[config.mk]
export PLATFORM = sky130hd
export DESIGN_NAME = video_beam_timing_irq_flat
export DESIGN_NICKNAME = d
export VERILOG_FILES = /design/src/design/vbt_pkg.sv /design/src/design/vbt_channels.sv /design/src/design/vbt_step.sv /design/src/design/video_beam_timing_irq.sv /design/src/flat_wrapper.sv
export SDC_FILE = /design/constraint.sdc
export NUM_CORES = 1
export LEC_CHECK = 0
export BUFFER_PORTS_ARGS = -buffer_cell sky130_fd_sc_hd__buf_2
export CAP_MARGIN = 40
export CORE_MARGIN = 2
export CORE_UTILIZATION = 60
export CTS_CLUSTER_SIZE = 30
export DETAILED_ROUTE_END_ITERATION = 12
export PLACE_DENSITY = 0.8
export SYNTH_ARGS = -nofsm -noshare
export SYNTH_HDL_FRONTEND = slang
export SYNTH_SLANG_ARGS = --single-unit
[constraint.sdc]
create_clock -name clk -period 6.9 [get_ports clk]
set_clock_uncertainty 0.2 [all_clocks]
set_input_delay 1.38 -clock clk [delete_from_list [all_inputs] [get_ports clk]]
set_output_delay 1.38 -clock clk [all_outputs]
set_load 0.01 [all_outputs]
[src/design/vbt_pkg.sv]
package vbt_pkg;

    // Field widths.
    localparam int CYCLE_W   = 11;
    localparam int LINE_W    = 9;
    localparam int DOT_W     = 9;
    localparam int CFG_W     = 9;
    localparam int CFG_IDX_W = 2;

    // Segment lengths in master cycles.
    localparam logic [CYCLE_W-1:0] VIS_CYCLES = 11'd1024;
    localparam logic [CYCLE_W-1:0] HBL_CYCLES = 11'd336;
    localparam logic [CYCLE_W-1:0] VBL_CYCLES = 11'd1360;

    localparam logic [LINE_W-1:0] LAST_VIS_LINE = 9'h0E0;
    localparam logic [LINE_W-1:0] WRAP_LINE     = 9'h106;
    localparam logic [DOT_W-1:0]  DOT_HBLANK    = 9'd256;

    // Configuration register indexes.
    localparam logic [CFG_IDX_W-1:0] REG_IRQ_MODE  = 2'd0;
    localparam logic [CFG_IDX_W-1:0] REG_H_COMPARE = 2'd1;
    localparam logic [CFG_IDX_W-1:0] REG_V_COMPARE = 2'd2;

    typedef enum logic [1:0] {
        PH_VISIBLE,
        PH_HBLANK,
        PH_VBLANK,
        PH_HB_VB
    } phase_t;

    typedef enum logic [1:0] {
        IRQ_OFF,
        IRQ_H,
        IRQ_V,
        IRQ_HV
    } irq_mode_t;

    typedef struct packed {
        logic [CYCLE_W-1:0] cycle;
        logic [LINE_W-1:0]  line;
        logic [DOT_W-1:0]   dot;
        phase_t             phase;
    } beam_state_t;

    typedef struct packed {
        irq_mode_t          irq_mode;
        logic [DOT_W-1:0]   h_compare;
        logic [LINE_W-1:0]  v_compare;
    } beam_cfg_t;

    typedef struct packed {
        logic               hblank_begin;
        logic               vblank_start;
        logic               frame_begin;
        logic               timer_irq;
        logic [LINE_W-1:0]  line;
        logic [DOT_W-1:0]   dot;
        phase_t             phase;
    } beam_result_t;

endpackage

[src/design/vbt_channels.sv]
interface vbt_tick_if
    import vbt_pkg::*;
();
    logic valid;
    logic ready;
    logic tick;

    modport source (output valid, output tick, input ready);
    modport sink (input valid, input tick, output ready);
endinterface

interface vbt_beam_if
    import vbt_pkg::*;
();
    logic              valid;
    logic              ready;
    logic              hblank_begin;
    logic              vblank_start;
    logic              frame_begin;
    logic              timer_irq;
    logic [LINE_W-1:0] line_now;
    logic [DOT_W-1:0]  dot_now;
    logic [1:0]        phase_now;

    modport source (
        output valid, output hblank_begin, output vblank_start, output frame_begin,
        output timer_irq, output line_now, output dot_now, output phase_now,
        input ready
    );
    modport sink (
        input valid, input hblank_begin, input vblank_start, input frame_begin,
        input timer_irq, input line_now, input dot_now, input phase_now,
        output ready
    );
endinterface

[src/design/vbt_step.sv]
module vbt_step
    import vbt_pkg::*;
(
    input  beam_state_t  state,
    input  beam_cfg_t    cfg,
    input  logic         tick,
    output beam_state_t  state_next,
    output beam_result_t result
);

    // One master cycle of beam timing, evaluated combinationally.
    always_comb
    begin
        logic [CYCLE_W-1:0] cycle_inc;
        logic [LINE_W-1:0]  line_inc;
        logic               h_hit;
        logic               v_hit;

        cycle_inc  = state.cycle + 1'b1;
        line_inc   = state.line + 1'b1;
        state_next = state;
        result     = '0;
        h_hit      = 1'b0;
        v_hit      = 1'b0;

        if (tick)
        begin
            state_next.cycle = cycle_inc;
            unique case (state.phase)
                PH_VISIBLE:
                begin
                    state_next.dot = cycle_inc[CYCLE_W-1:2];
                    if (cycle_inc >= VIS_CYCLES)
                    begin
                        state_next.cycle    = cycle_inc - VIS_CYCLES;
                        state_next.phase    = PH_HBLANK;
                        result.hblank_begin = 1'b1;
                    end
                end
                PH_HBLANK:
                begin
                    if (cycle_inc >= HBL_CYCLES)
                    begin
                        state_next.cycle = cycle_inc - HBL_CYCLES;
                        state_next.line  = line_inc;
                        state_next.dot   = '0;
                        if (line_inc <= LAST_VIS_LINE)
                        begin
                            state_next.phase = PH_VISIBLE;
                        end
                        else
                        begin
                            state_next.phase    = PH_VBLANK;
                            result.vblank_start = 1'b1;
                        end
                    end
                end
                PH_VBLANK, PH_HB_VB:
                begin
                    state_next.phase = (state.line <= LAST_VIS_LINE) ? PH_VBLANK : PH_HB_VB;
                    if (cycle_inc >= VBL_CYCLES)
                    begin
                        state_next.cycle = cycle_inc - VBL_CYCLES;
                        state_next.line  = line_inc;
                        state_next.dot   = '0;
                        if (line_inc >= WRAP_LINE)
                        begin
                            state_next.phase   = PH_VISIBLE;
                            state_next.line    = '0;
                            result.frame_begin = 1'b1;
                        end
                    end
                end
            endcase

            // Compares look at the beam position after this cycle.
            h_hit = (state_next.dot == cfg.h_compare);
            v_hit = (state_next.line == cfg.v_compare);
            unique case (cfg.irq_mode)
                IRQ_OFF: result.timer_irq = 1'b0;
                IRQ_H:   result.timer_irq = h_hit;
                IRQ_V:   result.timer_irq = v_hit && (state_next.dot == '0);
                IRQ_HV:  result.timer_irq = h_hit && v_hit;
            endcase
        end

        result.line  = state_next.line;
        result.dot   = state_next.dot;
        result.phase = state_next.phase;
    end

endmodule

[src/design/video_beam_timing_irq.sv]
// Channel    | Role   | Payload
// -----------+--------+----------------------------------------------------------
// tick_chan  | sink   | tick: one master cycle passes when 1
// beam_chan  | source | hblank_begin, vblank_start, frame_begin, timer_irq,
//            |        | line_now, dot_now, phase_now
// cfg port   | write  | cfg_we, cfg_index, cfg_data (irq_mode, h_compare, v_compare)
//
// Every tick beat yields exactly one beam beat via the input and result registers.
// Unless both stages are full and the output is held, a new tick beat is taken every
// cycle and throughput is one beat per clock, set by the combinational state update.
// Reset clears the beam counters, the configuration and both valid flags.
// A stalled result register holds its beat and back-pressures the input stage
// only when both stages are full.

module video_beam_timing_irq
    import vbt_pkg::*;
(
    input  logic                 clk,
    input  logic                 rst_n,
    vbt_tick_if.sink             tick_chan,
    vbt_beam_if.source           beam_chan,
    input  logic                 cfg_we,
    input  logic [CFG_IDX_W-1:0] cfg_index,
    input  logic [CFG_W-1:0]     cfg_data
);

    // Input stage: one registered tick beat.
    logic         in_valid_reg;
    logic         tick_reg;

    // Beam state and configuration.
    beam_state_t  state_reg;
    beam_state_t  state_next;
    beam_cfg_t    cfg_reg;

    // Result stage.
    logic         out_valid_reg;
    beam_result_t result_reg;
    beam_result_t result_next;

    logic         out_free;
    logic         advance;

    // The result register can take a new beat when it is empty or being drained.
    assign out_free        = !out_valid_reg || beam_chan.ready;
    // The beam state is loaded exactly when a registered tick beat moves to the result.
    assign advance         = in_valid_reg && out_free;
    assign tick_chan.ready = !in_valid_reg || out_free;

    vbt_step u_step (
        .state      (state_reg),
        .cfg        (cfg_reg),
        .tick       (tick_reg),
        .state_next (state_next),
        .result     (result_next)
    );

    // Input register.
    always_ff @(posedge clk or negedge rst_n)
    begin
        if (!rst_n)
        begin
            in_valid_reg <= 1'b0;
        end
        else if (tick_chan.ready)
        begin
            in_valid_reg <= tick_chan.valid;
        end
    end

    always_ff @(posedge clk)
    begin
        if (tick_chan.ready && tick_chan.valid)
        begin
            tick_reg <= tick_chan.tick;
        end
    end

    // Beam counters advance one master cycle per consumed beat whose tick is 1.
    always_ff @(posedge clk or negedge rst_n)
    begin
        if (!rst_n)
        begin
            state_reg <= '{cycle: '0, line: '0, dot: '0, phase: PH_VISIBLE};
        end
        else if (advance)
        begin
            state_reg <= state_next;
        end
    end

    // Configuration writes; an index past the last register is ignored.
    always_ff @(posedge clk or negedge rst_n)
    begin
        if (!rst_n)
        begin
            cfg_reg <= '{irq_mode: IRQ_OFF, h_compare: '0, v_compare: '0};
        end
        else if (cfg_we)
        begin
            unique case (cfg_index)
                REG_IRQ_MODE:  cfg_reg.irq_mode  <= irq_mode_t'(cfg_data[1:0]);
                REG_H_COMPARE: cfg_reg.h_compare <= cfg_data;
                REG_V_COMPARE: cfg_reg.v_compare <= cfg_data;
                default:       cfg_reg           <= cfg_reg;
            endcase
        end
    end

    // Result register.
    always_ff @(posedge clk or negedge rst_n)
    begin
        if (!rst_n)
        begin
            out_valid_reg <= 1'b0;
        end
        else if (out_free)
        begin
            out_valid_reg <= in_valid_reg;
        end
    end

    always_ff @(posedge clk)
    begin
        if (advance)
        begin
            result_reg <= result_next;
        end
    end

    assign beam_chan.valid        = out_valid_reg;
    assign beam_chan.hblank_begin = result_reg.hblank_begin;
    assign beam_chan.vblank_start = result_reg.vblank_start;
    assign beam_chan.frame_begin  = result_reg.frame_begin;
    assign beam_chan.timer_irq    = result_reg.timer_irq;
    assign beam_chan.line_now     = result_reg.line;
    assign beam_chan.dot_now      = result_reg.dot;
    assign beam_chan.phase_now    = result_reg.phase;

`ifndef ASSERT_OFF
    // In plain hblank the dot is parked at the end of the visible line.
    a_hblank_dot: assert property (@(posedge clk) disable iff (!rst_n)
        state_reg.phase == PH_HBLANK |-> state_reg.dot == DOT_HBLANK)
        else $error("dot position left its hblank value");

    // The cycle counter never reaches the longest segment length.
    a_cycle_range: assert property (@(posedge clk) disable iff (!rst_n)
        state_reg.cycle < VBL_CYCLES)
        else $error("cycle counter out of range");

    // A frame start always lands on line zero in the visible phase.
    a_frame_wrap: assert property (@(posedge clk) disable iff (!rst_n)
        out_valid_reg && result_reg.frame_begin |->
            result_reg.line == '0 && result_reg.phase == PH_VISIBLE)
        else $error("frame start without wrap to line zero");

    // The input stalls only when both stages hold a beat and the output is held.
    a_stall_cause: assert property (@(posedge clk) disable iff (!rst_n)
        !tick_chan.ready |-> in_valid_reg && out_valid_reg && !beam_chan.ready)
        else $error("input stalled without output back-pressure");
`endif

endmodule
[src/flat_wrapper.sv]
// flat-port wrapper written by rule: the top's interface ports become plain ports
module video_beam_timing_irq_flat import vbt_pkg::*;
  (clk, rst_n, cfg_we, cfg_index, cfg_data, tick_chan_valid, tick_chan_tick, tick_chan_ready, beam_chan_valid, beam_chan_hblank_begin, beam_chan_vblank_start, beam_chan_frame_begin, beam_chan_timer_irq, beam_chan_line_now, beam_chan_dot_now, beam_chan_phase_now, beam_chan_ready);
  vbt_tick_if tick_chan_i ();
  vbt_beam_if beam_chan_i ();
  input  logic clk;
  input  logic rst_n;
  input  logic cfg_we;
  input  logic [CFG_IDX_W-1:0] cfg_index;
  input  logic [CFG_W-1:0] cfg_data;
  input wire logic [$bits(tick_chan_i.valid)-1:0] tick_chan_valid;
  input wire logic [$bits(tick_chan_i.tick)-1:0] tick_chan_tick;
  output wire logic [$bits(tick_chan_i.ready)-1:0] tick_chan_ready;
  output wire logic [$bits(beam_chan_i.valid)-1:0] beam_chan_valid;
  output wire logic [$bits(beam_chan_i.hblank_begin)-1:0] beam_chan_hblank_begin;
  output wire logic [$bits(beam_chan_i.vblank_start)-1:0] beam_chan_vblank_start;
  output wire logic [$bits(beam_chan_i.frame_begin)-1:0] beam_chan_frame_begin;
  output wire logic [$bits(beam_chan_i.timer_irq)-1:0] beam_chan_timer_irq;
  output wire logic [$bits(beam_chan_i.line_now)-1:0] beam_chan_line_now;
  output wire logic [$bits(beam_chan_i.dot_now)-1:0] beam_chan_dot_now;
  output wire logic [$bits(beam_chan_i.phase_now)-1:0] beam_chan_phase_now;
  input wire logic [$bits(beam_chan_i.ready)-1:0] beam_chan_ready;
  assign tick_chan_i.valid = tick_chan_valid;
  assign tick_chan_i.tick = tick_chan_tick;
  assign tick_chan_ready = tick_chan_i.ready;
  assign beam_chan_valid = beam_chan_i.valid;
  assign beam_chan_hblank_begin = beam_chan_i.hblank_begin;
  assign beam_chan_vblank_start = beam_chan_i.vblank_start;
  assign beam_chan_frame_begin = beam_chan_i.frame_begin;
  assign beam_chan_timer_irq = beam_chan_i.timer_irq;
  assign beam_chan_line_now = beam_chan_i.line_now;
  assign beam_chan_dot_now = beam_chan_i.dot_now;
  assign beam_chan_phase_now = beam_chan_i.phase_now;
  assign beam_chan_i.ready = beam_chan_ready;
  video_beam_timing_irq u_core (.clk(clk), .rst_n(rst_n), .tick_chan(tick_chan_i), .beam_chan(beam_chan_i), .cfg_we(cfg_we), .cfg_index(cfg_index), .cfg_data(cfg_data));
endmodule
---- After elaboration in Yosys (flattened, before gate mapping) ----
Index checks and enable logic that the tools add are counted.
word-level totals
  register bits after elaboration ......... 78
  logic and storage cells ................. 76
operators by class
  add/subtract/negate cells ............... 5
  order comparisons ....................... 6
  equality and inequality tests ........... 10
  muxes and demuxes ....................... 18
  reductions and logical operators ........ 20
operator list
  cell                    number
  $pmux 11 s3             2
  $mux 31                 2
  $ge 11x11->1 const B    2
  $mux 11                 2
  $sub 11x11->11 const B  2
  $mux 20                 1
  $eq 9x9->1              2
  $le 9x8->1 const B      2
  $mux 9                  2
  $pmux 9 s2              1
  $add 11x1->11 const B   1
  $ge 11x9->1 const B     1
  $sub 11x9->11 const B   1
  $eq 2x2->1 const B      5
  $reduce_and 2->1        5
  $add 9x1->9 const B     1
  $ge 9x9->1 const B      1
  $logic_not 9->1         1
  $eq 2x1->1 const B      3
  $logic_not 2->1         3
  $mux 2                  3
  $reduce_and 3->1        2
  $logic_and 1x1->1       4
  $mux 1                  4
  4 further kinds         6

---- Depth between registers and ports, before layout ----
Gate-level depths: netlist of run 1.
  word-level depth ........................ 9
  depth in mapped cells ................... 13
  depth with buffers taken out ............ 11

---- By module ----
Synthesis of run 1 repeated with hierarchy kept, for this count alone.
second synthesis, totals
  cells, all modules ...................... 509
  area total of the unflattened synthesis .. 5,291.3 um2
by module, submodules not included
  module                 instances  cells an instance  area each (um2)  sequential area each (um2)
  video_beam_timing_irq  1          142                2,901.5          2,077.0
  vbt_step               1          367                2,389.8          0.0

---- Worst setup path before layout of run 1 ----
OpenSTA, ideal clock, no wires.
  path kind ............................... flip-flop to flip-flop
  start point ............................. register u_core.state_reg[20] (netlist name)
  end point ............................... register u_core.result_reg (netlist bit u_core.beam_chan.timer_irq), data pin
  library setup time ...................... 0.152 ns
  arrival ................................. 2.976 ns
  path slack .............................. 3.572 ns
  cell stages (with the launch flop) ...... 14
  buffers on the path ..................... 2
  cell sequence ........................... dfrtp_1 -> ha_1 -> clkbuf_1 -> nand3_1 -> or3_4 -> a22oi_4 -> o311ai_1 -> buf_2 -> a21oi_1 -> mux2_2 -> xnor2_1 -> a211oi_1 -> nand4_1 -> a22oi_2
on the way
  word-level cells in the longest chain between the ends .. 8
RTL lines
  what                                         RTL line                        source
  from (decl)                                  video_beam_timing_irq.sv:32     beam_state_t state_reg;
  from (signal assigned)                       video_beam_timing_irq.sv:84     state_reg <= '{cycle: '0, line: '0, dot: '0, phase: PH_VISIBLE};
  from (signal assigned)                       video_beam_timing_irq.sv:88     state_reg <= state_next;
  $add 11x1->11 (*)                            vbt_step.sv:19                  cycle_inc = state.cycle + 1'b1;
  $ge 11x11->1 or $ge 11x9->1 (tied branches)  vbt_step.sv:61, vbt_step.sv:42
  $mux 31 (on tied branches)                   vbt_step.sv:61, vbt_step.sv:42
  $pmux 11 s3 or $pmux 9 s2 (tied branches)    vbt_step.sv:29                  unique case (state.phase)
  $mux 11 or $mux 9 (tied branches)            vbt_step.sv:26                  if (tick)
  $eq 9x9->1 (tied with other cells)           vbt_step.sv:77                  h_hit = (state_next.dot == cfg.h_compare);
  $logic_and 1x1->1 (on tied branches)         vbt_step.sv:83, vbt_step.sv:82
  $pmux 1 s4 (*)                               vbt_step.sv:79                  unique case (cfg.irq_mode)
  to (signal assigned)                         video_beam_timing_irq.sv:127    result_reg <= result_next;
  to (decl)                                    video_beam_timing_irq.sv:38     beam_result_t result_reg;
Every way passes the cells marked *; elsewhere a longest branch is shown, timed or not. The select of a mux whose other input is x is not followed.
A chain may end at the register's enable or synchronous reset.

---- Worst setup path in the final report of run 1 ----
  start point ............................. register u_core.state_reg[11] (netlist name)
  end point ............................... register u_core.result_reg (netlist bit u_core.beam_chan.timer_irq), data pin
on the way
  word-level cells in the longest chain between the ends .. 9
RTL lines
  what                                  RTL line                        source
  $add 9x1->9                           vbt_step.sv:20                  line_inc = state.line + 1'b1;
  $ge 9x9->1                            vbt_step.sv:66                  if (line_inc >= WRAP_LINE)
  $mux 9                                vbt_step.sv:66
  $mux 31                               vbt_step.sv:61                  if (cycle_inc >= VBL_CYCLES)
  $pmux 9 s2 (*)                        vbt_step.sv:29
  $mux 9 (*)                            vbt_step.sv:26
  $eq 9x9->1 (*)                        vbt_step.sv:78                  v_hit = (state_next.line == cfg.v_compare);
  $logic_and 1x1->1 (on tied branches)  vbt_step.sv:83, vbt_step.sv:82
  $pmux 1 s4 (*)                        vbt_step.sv:79
Marked as above.

==> results of run 1 <==
[power by group through the flow]
stage / clock network, W / registers, W / logic (W)
3_3_place_gp: 0 / 0.000754 / 0.000785
6_report: 0.000344 / 0.000759 / 0.000841
4_1_cts: 0.000346 / 0.000752 / 0.000819
2_1_floorplan: 0 / 0.000692 / 0.000660
3_5_place_dp: 0 / 0.000761 / 0.000812
5_1_grt: 0.000368 / 0.000774 / 0.000909
[layout by cell type, fill, tap and decap left out, types with 9 or more instances in the layout]
cell      netlist  routed
nand2_1        69      69
clkbuf_8        0       9
inv_1          12      12
mux2_2         25      25
nor3_1         11      11
dfrtp_1        53      53
o21ai_0        36      36
a21oi_1        31      31
edfxtp_1       25      25
buf_2           6      42
xor2_1         12      12
nand3_1        10      10
nor2_1         31      31
xnor2_1        25      25
[stage by stage]
stage	std cells	cell area, µm²	utilization (%)	setup slack (ps)
final	628	5230	68.0	2950
after global routing	628	5230	68.0	2670
after CTS	628	5230	68.0	3030
after detailed placement	612	5030	65.4	3080
after global placement	611	5000	65.1	3160
after floorplan	491	4750	-	3570
[worst register-to-register path: stages, from the launching register on]
cell and delay (ps):
dfrtp_1 570, ha_1 410, nand3_1 260, o21a_1 290
nor4_1 450, a21oi_2 240, o21ai_1 550, a22oi_4 120
xnor2_1 170, a311oi_1 280, nand4_1 150, a22oi_2 130
[cell families (layout without fill, tap and decap cells)]
kind of cell	Yosys count	after routing	synth area share [%]
and+or+nand+nor	165	165	17.0
AOI/OAI and AO/OA	134	134	20.3
DFF	78	78	43.7
buffers and inverters	42	77	3.63
xor gates and xnor gates	38	38	7.16
muxes	29	29	6.87
adders and majority gates	5	5	1.32
[metal layers]
layer | wire length, µm | part of all wire, % | vias to the layer above
met2 | 5250 | 45 | 283
met4 | 493 | 4.2 | 0
met3 | 1160 | 9.9 | 62
met1 | 4820 | 41 | 1924
met5 | 0 | 0 | -
li1 | - | - | 1852
[cell type report]
cell class / instances / area share, %
clock buffer: 10 / 2.85
clock inverter: 6 / 0.910
inverter: 13 / 0.933
multi-input combinational: 371 / 47.9
sequential: 78 / 39.7
tap: 102 / 2.44
timing repair buffer: 48 / 5.27
[final timing paths]
path                                                        from                                        to  slack, ps  depth (start not counted)
worst max-delay path            u_core.state_reg[11]$_DFFE_PN0P_  u_core.beam_chan.timer_irq$_SDFFCE_PN0P_       2950                         11
worst min-delay path             u_core.in_valid_reg$_DFFE_PN0N_        u_core.beam_chan.valid$_DFFE_PN0P_        310                          1
worst max register to register  u_core.state_reg[11]$_DFFE_PN0P_  u_core.beam_chan.timer_irq$_SDFFCE_PN0P_       2950                         11
worst min register to register   u_core.in_valid_reg$_DFFE_PN0N_        u_core.beam_chan.valid$_DFFE_PN0P_        310                          1
max in group asynchronous                                  rst_n           u_core.state_reg[1]$_DFFE_PN0P_       5070                          2
min in group asynchronous                                  rst_n          u_core.state_reg[10]$_DFFE_PN0P_        960                          2
==> metrics, run 1 <==
clk sinks 78; nets 543; Static Leak 2.12 nW; Synth Instances 491; Setup CP Type reg -> reg; switching pwr 0.000871 W; Detailed Route Iter0 Violations 716; Power, Total 0.00194 W; syn_nets 513; number of hold buffers added after cts 0; most frequent cell after synthesis nand2_1; setup TNS 0 ps; Crit. End Element register; Fillers 596; Finish-stage setup viols 0; initial antenna violation count 0; outcome completed; Slew headroom 37.5%; top cells by area, synth dfrtp_1 (28%), edfxtp_1 (16%), mux2_2 (5.9%), nand2_1 (5.5%), xnor2_1 (4.6%); H-tree levels 3; met2 Usage GRT 44.3%; largest net degree at the start of global routing 54; Routed WL 11700 µm; via count 4121; Final ANT Viol Nets 0; asr flop ratio synth 67.9%; Buf+Inv Stages, Crit Path 0; slowest CP cell dfrtp_1; worst-margin pin slew 934 ps; WP data arrival 3950 ps; met3 Track Usage GR 5.88%; layout cells sized above 1 21.7%; GR Overflow Total 0; post-CTS sizing 0; CTS buffer count 9; Max Cap Viol 0; drt drc 0; first-pass GRT wire length 18900 µm; Clock Latency Late Sink 360 ps; routed len/inst 18.7 µm; max FFs per register 31; CTS max path bufs 2; Root Buffer clkbuf_8; clk slew on worst S/H paths 80 ps; cells along the critical path ha_1 -> nand3_1 -> o21a_1 -> nor4_1 -> a21oi_2 -> o21ai_1 -> a22oi_4 -> xnor2_1 -> a311oi_1 -> nand4_1 -> a22oi_2; largest area contributor in the netlist dfrtp_1; Synth cell types 76; critical path peak fanout 13; setup bufs post-CTS 0; Crit path largest cell delay 570 ps; GRT Max-Usage Layer met2; RSZ-0062 raised after global routing false; die span in y 93.0 µm; Sequential Area 2080 µm²; GRT Resource Usage Total 28.1%; Period Utilization, post-route 57.2%; Area growth syn-to-layout 10.0%; ant diodes 0; multi-input logic area 2500 µm²; Rows 32; full die area 8650 µm²; Port Buffers 42; Core Footprint 7690 µm²; register area share after synthesis 43.7%; worst min-delay path category reg -> reg; vias in the first global route 3682; DRT Pass-1 Iters 6; GRT met1 Usage 38.9%; I/O pins 43; Die Width 93.0 µm; Achievable Freq 253 MHz; Yosys top cell area share 27.9%; DR vias/cell 6.56; peak supply drop 0.245 mV; Post-synth EDFFs 25; Pint 0.00107 W; GPL Wtd Cong 0.981; initial core utilization 61.8%; PwrDens 372 nW/µm²; Post-synth top cells nand2_1 (69), dfrtp_1 (53), o21ai_0 (36), a21oi_1 (31), nor2_1 (31); combinational group share of total power 43.3%; Hold Violations, Final 0; Switching Fraction 44.8%; WP data required 6910 ps; Slew Limit Fails 0; Min Hold Slack 308 ps; CTS tree yes; Clock Power Share 17.7%; Ys Warns 0; Sequential Power Share 39.0%; dpl hpwl 8100 µm; flops & latches, synth 78; Crit path max-delay family compound AO/OA/AOI/OAI gates; Synth Flop Type dfrtp_1; Setup crit start kind register; fin crit period 3950 ps; syn avg cell area 9.68 µm²; post-synthesis cell area 4750 µm²
Power figures use the tool's default switching activity.
==> run 2, diff against run 1 <==
Clock period 6.9 ns to 4 ns, I/O delays scaled along.
==> run 2 against run 1 <==
Against the previous run:
- clock-buffer cell count is the same
- total power grew 70%
- critical path depth unchanged
- worst setup slack got worse by 2600 ps
- sequential power is 67% higher
- combinational power up 80%
- core utilization is 0.26 points higher
- final area rose by 0.38%
- via count shrank 1.9%
- die area is the same
- clock power grew 56%
- wire length increased by 4.9%
==> metrics, run 2 (synthesized netlist as in run 1, its figures left out) <==
outcome completed (unchanged); GR Overflow Total 0 (unchanged); Root Buffer clkbuf_8 (unchanged); initial antenna violation count 1 (was 0); Routed WL 12300 µm (was 11700 µm); layout cells sized above 1 22.7% (was 21.7%); Static Leak 2.13 nW (was 2.12 nW); Crit. End Element register (unchanged); Max Cap Viol 0 (unchanged); routed len/inst 19.3 µm (was 18.7 µm); PwrDens 631 nW/µm² (was 372 nW/µm²); Setup CP Type reg -> reg (unchanged); Slew headroom 37.3% (was 37.5%); max FFs per register 31 (unchanged); fin crit period 3610 ps (was 3950 ps); dpl hpwl 9030 µm (was 8100 µm); Period Utilization, post-route 90.2% (was 57.2%); via count 4042 (was 4121); worst min-delay path category in -> async (was reg -> reg); cells along the critical path nand3_2 -> nor3_2 -> xor2_1 -> o311ai_1 -> buf_4 -> a21oi_1 -> mux2_2 -> xnor2_1 -> a211oi_1 -> nand4_1 -> a22oi_2 (was ha_1 -> nand3_1 -> o21a_1 -> nor4_1 -> a21oi_2 -> o21ai_1 -> a22oi_4 -> xnor2_1 -> a311oi_1 -> nand4_1 -> a22oi_2); worst-margin pin slew 937 ps (was 934 ps); Final ANT Viol Nets 0 (unchanged); Core Footprint 7690 µm² (unchanged); setup ws final 394 ps (was 2950 ps); setup TNS 0 ps (unchanged); Setup crit start kind register (unchanged); Achievable Freq 277 MHz (was 253 MHz); DR vias/cell 6.36 (was 6.56); GPL Wtd Cong 0.907 (was 0.981); Fillers 657 (was 596); vias in the first global route 3730 (was 3682); Rows 32 (unchanged); Clock Latency Late Sink 360 ps (about the same); WP data arrival 3620 ps (was 3950 ps); Crit path largest cell delay 540 ps (was 570 ps); peak supply drop 0.306 mV (was 0.245 mV); CTS max path bufs 2 (unchanged); CTS buffer count 9 (unchanged); first-pass GRT wire length 19400 µm (was 18900 µm); largest net degree at the start of global routing 31 (was 54); Die Width 93.0 µm (unchanged); setup bufs post-CTS 0 (unchanged); drt drc 0 (unchanged); WP data required 4010 ps (was 6910 ps); slowest CP cell dfrtp_1 (unchanged); critical path peak fanout 10 (was 13); Hold Violations, Final 0 (unchanged); clk sinks 78 (unchanged); Detailed Route Iter0 Violations 321 (was 716); most common cell after layout, fill and taps aside nand2_1 (unchanged); most frequent cells in the layout nand2_1 (69), dfrtp_1 (53), buf_2 (42) (unchanged); H-tree levels 3 (unchanged); Finish-stage setup viols 0 (unchanged); CTS tree yes (unchanged); clk slew on worst S/H paths 90 ps (was 80 ps); Area growth syn-to-layout 10.4% (was 10.0%); die span in y 93.0 µm (unchanged); nets 550 (was 543); Slew Limit Fails 0 (unchanged); I/O pins 43 (unchanged); number of hold buffers added after cts 0 (unchanged); initial core utilization 61.8% (unchanged); post-CTS sizing 0 (unchanged); full die area 8650 µm² (unchanged); Port Buffers 42 (unchanged); GRT Resource Usage Total 29.5% (was 28.1%); DRT Pass-1 Iters 8 (was 6); RSZ-0062 raised after global routing false (unchanged); pre-CTS setup slack 318 ps (was 3080 ps)
-- run 2: where the power goes --
| group | internal [W] | total (W) | switching (W) | leakage [nW] |
|---|---|---|---|---|
| registers | 0.00104 | 0.00127 | 0.000236 | 0.910 |
| logic | 0.000563 | 0.00151 | 0.000942 | 1.14 |
| clock network | 0.000224 | 0.000535 | 0.000311 | 0.0801 |
| total | 0.00182 | 0.00331 | 0.00149 | 2.13 |
-- run 2: final timing paths --
kind	from	to	slack, ps	depth (start not counted)
max	u_core.state_reg[22]$_DFFE_PN0P_	u_core.beam_chan.timer_irq$_SDFFCE_PN0P_	390	11
min	rst_n	u_core.cfg_reg[3]$_DFFE_PN0P_	250	1
max reg2reg	u_core.state_reg[22]$_DFFE_PN0P_	u_core.beam_chan.timer_irq$_SDFFCE_PN0P_	390	11
min reg2reg	u_core.in_valid_reg$_DFFE_PN0N_	u_core.beam_chan.valid$_DFFE_PN0P_	310	1
max in group asynchronous	rst_n	u_core.state_reg[4]$_DFFE_PN0P_	2570	2
min in group clk	u_core.in_valid_reg$_DFFE_PN0N_	u_core.beam_chan.valid$_DFFE_PN0P_	310	1
-- run 2: metal layers --
layer	up-vias	GRT usage, %	routed length (µm)
li1	1861	-	-
met2	201	45.8	5580
met3	39	5.64	910
met4	0	12.0	444
met1	1941	41.0	5360
met5	-	0	0
-- run 2: layout make-up --
| class | count | area, µm² | area share (%) |
|---|---|---|---|
| clock buffer | 10 | 128 | 2.43 |
| inverter | 13 | 48.8 | 0.930 |
| sequential | 78 | 2080 | 39.6 |
| timing repair buffer | 55 | 308 | 5.87 |
| antenna | 1 | 2.50 | 0.0477 |
| tap | 102 | 128 | 2.43 |
| multi-input combinational | 371 | 2520 | 48.0 |
| clock inverter | 6 | 37.5 | 0.715 |
-- run 2: worst max-delay path, delay by kind of cell, from the launching register on --
kind,cells,cell delay [ps]
muxes,1,390
buffers and inverters,1,230
AOI/OAI and AO/OA,4,710
DFF,1,540
and+or+nand+nor,3,760
xor gates and xnor gates,2,630
-- run 2: metrics by stage --
| step | instance area, µm² | total power (W) | hold slack [ps] | instances | utilization (%) |
|---|---|---|---|---|---|
| 6_report | 5250 | 0.00331 | 250 | 636 | 68.3 |
| 5_1_grt | 5250 | 0.00351 | 309 | 635 | 68.2 |
| 4_1_cts | 5230 | 0.00328 | 272 | 635 | 68.0 |
| 3_5_place_dp | 5060 | 0.00274 | 285 | 619 | 65.9 |
| 3_3_place_gp | 5060 | 0.00271 | 286 | 619 | 65.9 |
| 2_1_floorplan | 4750 | 0.00233 | 257 | 491 | - |
==> run 3, diff against run 2 <==
Settings changed: ABC_AREA set to 1, GPL_TIMING_DRIVEN set to 1.
==> run 3 against run 2 <==
Against the previous run:
- die area increased by 0.51%
- wire length down 1.0%
- final cell count up 23%
- sequential share of layout area shrank 0.46 points
- non-clock buffer count fell by 7
- critical endpoint unchanged
- highest routed layer unchanged
==> metrics, run 3 <==
outcome completed (unchanged); largest area contributor in the netlist dfrtp_1 (unchanged); vias in the first global route 4023 (was 3730); top cells by area, synth dfrtp_1 (28%), edfxtp_1 (16%), nand2_1 (16%), o21ai_0 (7.1%), inv_1 (6.4%) (was dfrtp_1 (28%), edfxtp_1 (16%), mux2_2 (5.9%), nand2_1 (5.5%), xnor2_1 (4.6%)); initial antenna violation count 0 (was 1); GPL Wtd Cong 0.991 (was 0.907); Power, Total 0.00389 W (was 0.00331 W); clk slew on worst S/H paths 90 ps (about the same); Top cell by count, worst path nand2_1; Static Leak 2.63 nW (was 2.13 nW); Setup crit start kind register (unchanged); WP data arrival 3000 ps (was 3620 ps); Synth Flop Type dfrtp_1 (unchanged); asr flop ratio synth 67.9% (unchanged); Rows 32 (unchanged); largest net degree at the start of global routing 36 (was 31); Hold Violations, Final 0 (unchanged); Setup CP Type reg -> reg (unchanged); Post-synth top cells nand2_1 (200), inv_1 (81), o21ai_0 (68), dfrtp_1 (53), nand3_1 (41) (was nand2_1 (69), dfrtp_1 (53), o21ai_0 (36), a21oi_1 (31), nor2_1 (31)); Area growth syn-to-layout 11.1% (was 10.4%); Core Footprint 7730 µm² (was 7690 µm²); CTS buffer count 9 (unchanged); Crit path max-delay family simple AND/OR/NAND/NOR gates (unchanged); Inst Count DP 768 (was 619); via count 4394 (was 4042); ant diodes 0 (was 1); Routed WL 12200 µm (was 12300 µm); CTS max path bufs 2 (unchanged); post-synthesis cell area 4780 µm² (was 4750 µm²); drt drc 0 (unchanged); cells along the critical path ha_1 -> nand3_2 -> nand2_1 -> nand2_1 -> nand3_1 -> nand2_1 -> nor2_2 -> nand2_2 -> nand2_4 -> nand2_4 -> nand2_2 -> nand2_1 -> nand3_1 -> nand2_1 -> nand2_1 -> nor2_1 -> nand3_1 -> nor2_1 -> nor2_1 -> nor2_2 (was nand3_2 -> nor3_2 -> xor2_1 -> o311ai_1 -> buf_4 -> a21oi_1 -> mux2_2 -> xnor2_1 -> a211oi_1 -> nand4_1 -> a22oi_2); most frequent cell after synthesis nand2_1 (unchanged); Achievable Freq 325 MHz (was 277 MHz); first-pass GRT wire length 19700 µm (was 19400 µm); max FFs per register 31 (unchanged); critical path peak fanout 11 (was 10); Layout Cells excl Fill 784 (was 636); most common cell after layout, fill and taps aside nand2_1 (unchanged); PwrDens 733 nW/µm² (was 631 nW/µm²); Period Utilization, post-route 77.0% (was 90.2%); Finish-stage setup viols 0 (unchanged); Slew headroom 57.8% (was 37.3%); Max Cap Viol 0 (unchanged); H-tree levels 3 (unchanged); worst min-delay path category in -> async (unchanged); Die Width 93.2 µm (was 93.0 µm); flops & latches, synth 78 (unchanged); routed len/inst 15.5 µm (was 19.3 µm); Crit. End Element register (unchanged); DRT Pass-1 Iters 5 (was 8); Final ANT Viol Nets 0 (unchanged); Buf+Inv Stages, Crit Path 0 (was 1); peak supply drop 0.352 mV (was 0.306 mV); Synth Instances 636 (was 491); register area share after synthesis 43.5% (was 43.7%); GRT Resource Usage Total 29.7% (was 29.5%); Ys Warns 0 (unchanged); fin crit period 3080 ps (was 3610 ps); Detailed Route Iter0 Violations 311 (was 321); worst-margin pin slew 634 ps (was 937 ps); Root Buffer clkbuf_8 (unchanged); clk sinks 78 (unchanged); slowest CP cell dfrtp_1 (unchanged); Clock Latency Late Sink 360 ps (about the same); DR vias/cell 5.60 (was 6.36); setup TNS 0 ps (unchanged); syn avg cell area 7.51 µm² (was 9.68 µm²); setup bufs post-CTS 0 (unchanged); WP data required 3920 ps (was 4010 ps); post-CTS sizing 0 (unchanged); die span in y 93.2 µm (was 93.0 µm); RSZ-0062 raised after global routing false (unchanged); Post-synth EDFFs 25 (unchanged); full die area 8690 µm² (was 8650 µm²); number of hold buffers added after cts 0 (unchanged); final core utilization 68.7% (was 68.3%); layout cells sized above 1 16.7% (was 22.7%); GR Overflow Total 0 (unchanged); initial core utilization 61.8% (about the same); CTS tree yes (unchanged); I/O pins 43 (unchanged); Slew Limit Fails 0 (unchanged); Port Buffers 42 (unchanged); Synth cell types 38 (was 76); syn_nets 658 (was 513); Fillers 631 (was 657); dpl hpwl 9080 µm (was 9030 µm); nets 699 (was 550); Yosys top cell area share 27.8% (was 27.9%); most frequent cells in the layout nand2_1 (200), inv_1 (81), o21ai_0 (68) (was nand2_1 (69), dfrtp_1 (53), buf_2 (42)); Crit path largest cell delay 420 ps (was 540 ps)
-- run 3: metal layers --
metal  track usage, %  routed length (µm)  vias to the layer above
li1                 -                   -                     2159
met1             39.8                5200                     2046
met2             49.1                5830                      160
met3             3.87                 822                       29
met4             11.8                 308                        0
met5                0                   0                        -
-- run 3: cell families (layout without fill, tap and decap cells) --
group | count (synthesis) | count (layout) | synth area share, %
AO/OA/AOI/OAI | 95 | 95 | 10.8
XOR/XNOR | 8 | 8 | 1.47
adder cells (fa/ha/maj) | 5 | 5 | 1.31
buffers and inverters | 104 | 150 | 8.62
flip-flops | 78 | 78 | 43.5
AND/OR/NAND/NOR | 346 | 346 | 34.3
-- run 3: path summary, 6_finish.rpt --
| check | from | to | slack (ps) | cells past startpoint |
|---|---|---|---|---|
| worst max-delay path | u_core.state_reg[20]$_DFFE_PN0P_ | u_core.beam_chan.timer_irq$_SDFFCE_PN0P_ | 920 | 20 |
| worst min-delay path | rst_n | u_core.state_reg[15]$_DFFE_PN0P_ | 250 | 1 |
| worst max register to register | u_core.state_reg[20]$_DFFE_PN0P_ | u_core.beam_chan.timer_irq$_SDFFCE_PN0P_ | 920 | 20 |
| worst min register to register | u_core.cfg_reg[0]$_DFFE_PN0P_ | u_core.cfg_reg[0]$_DFFE_PN0P_ | 300 | 2 |
| max in group asynchronous | rst_n | u_core.cfg_reg[0]$_DFFE_PN0P_ | 2520 | 2 |
| min in group clk | u_core.cfg_reg[0]$_DFFE_PN0P_ | u_core.cfg_reg[0]$_DFFE_PN0P_ | 300 | 2 |
-- run 3: layout make-up --
cell class / count / area (µm²) / area share [%]
Timing Repair Buffer: 48 / 275 / 5.19
Sequential cell: 78 / 2080 / 39.1
Clock inverter: 5 / 65.1 / 1.23
Clock buffer: 11 / 153 / 2.88
Inverter: 86 / 323 / 6.08
Multi-Input combinational cell: 454 / 2290 / 43.1
Tap cell: 102 / 128 / 2.40
-- run 3: per-stage QoR --
step / setup slack (ps) / hold slack (ps) / area [µm²]
after global routing: 635 / 294 / 5310
final: 921 / 248 / 5310
after detailed placement: 951 / 284 / 5090
after CTS: 936 / 268 / 5310
after global placement: 1050 / 270 / 5060
after floorplan: 1350 / 253 / 4780
-- run 3: where the power goes --
| group | switching, W | leakage [nW] | internal, W |
|---|---|---|---|
| sequential | 0.000265 | 0.917 | 0.00110 |
| combinational | 0.00125 | 1.61 | 0.000618 |
| clock | 0.000322 | 0.103 | 0.000332 |
| total | 0.00184 | 2.63 | 0.00205 |
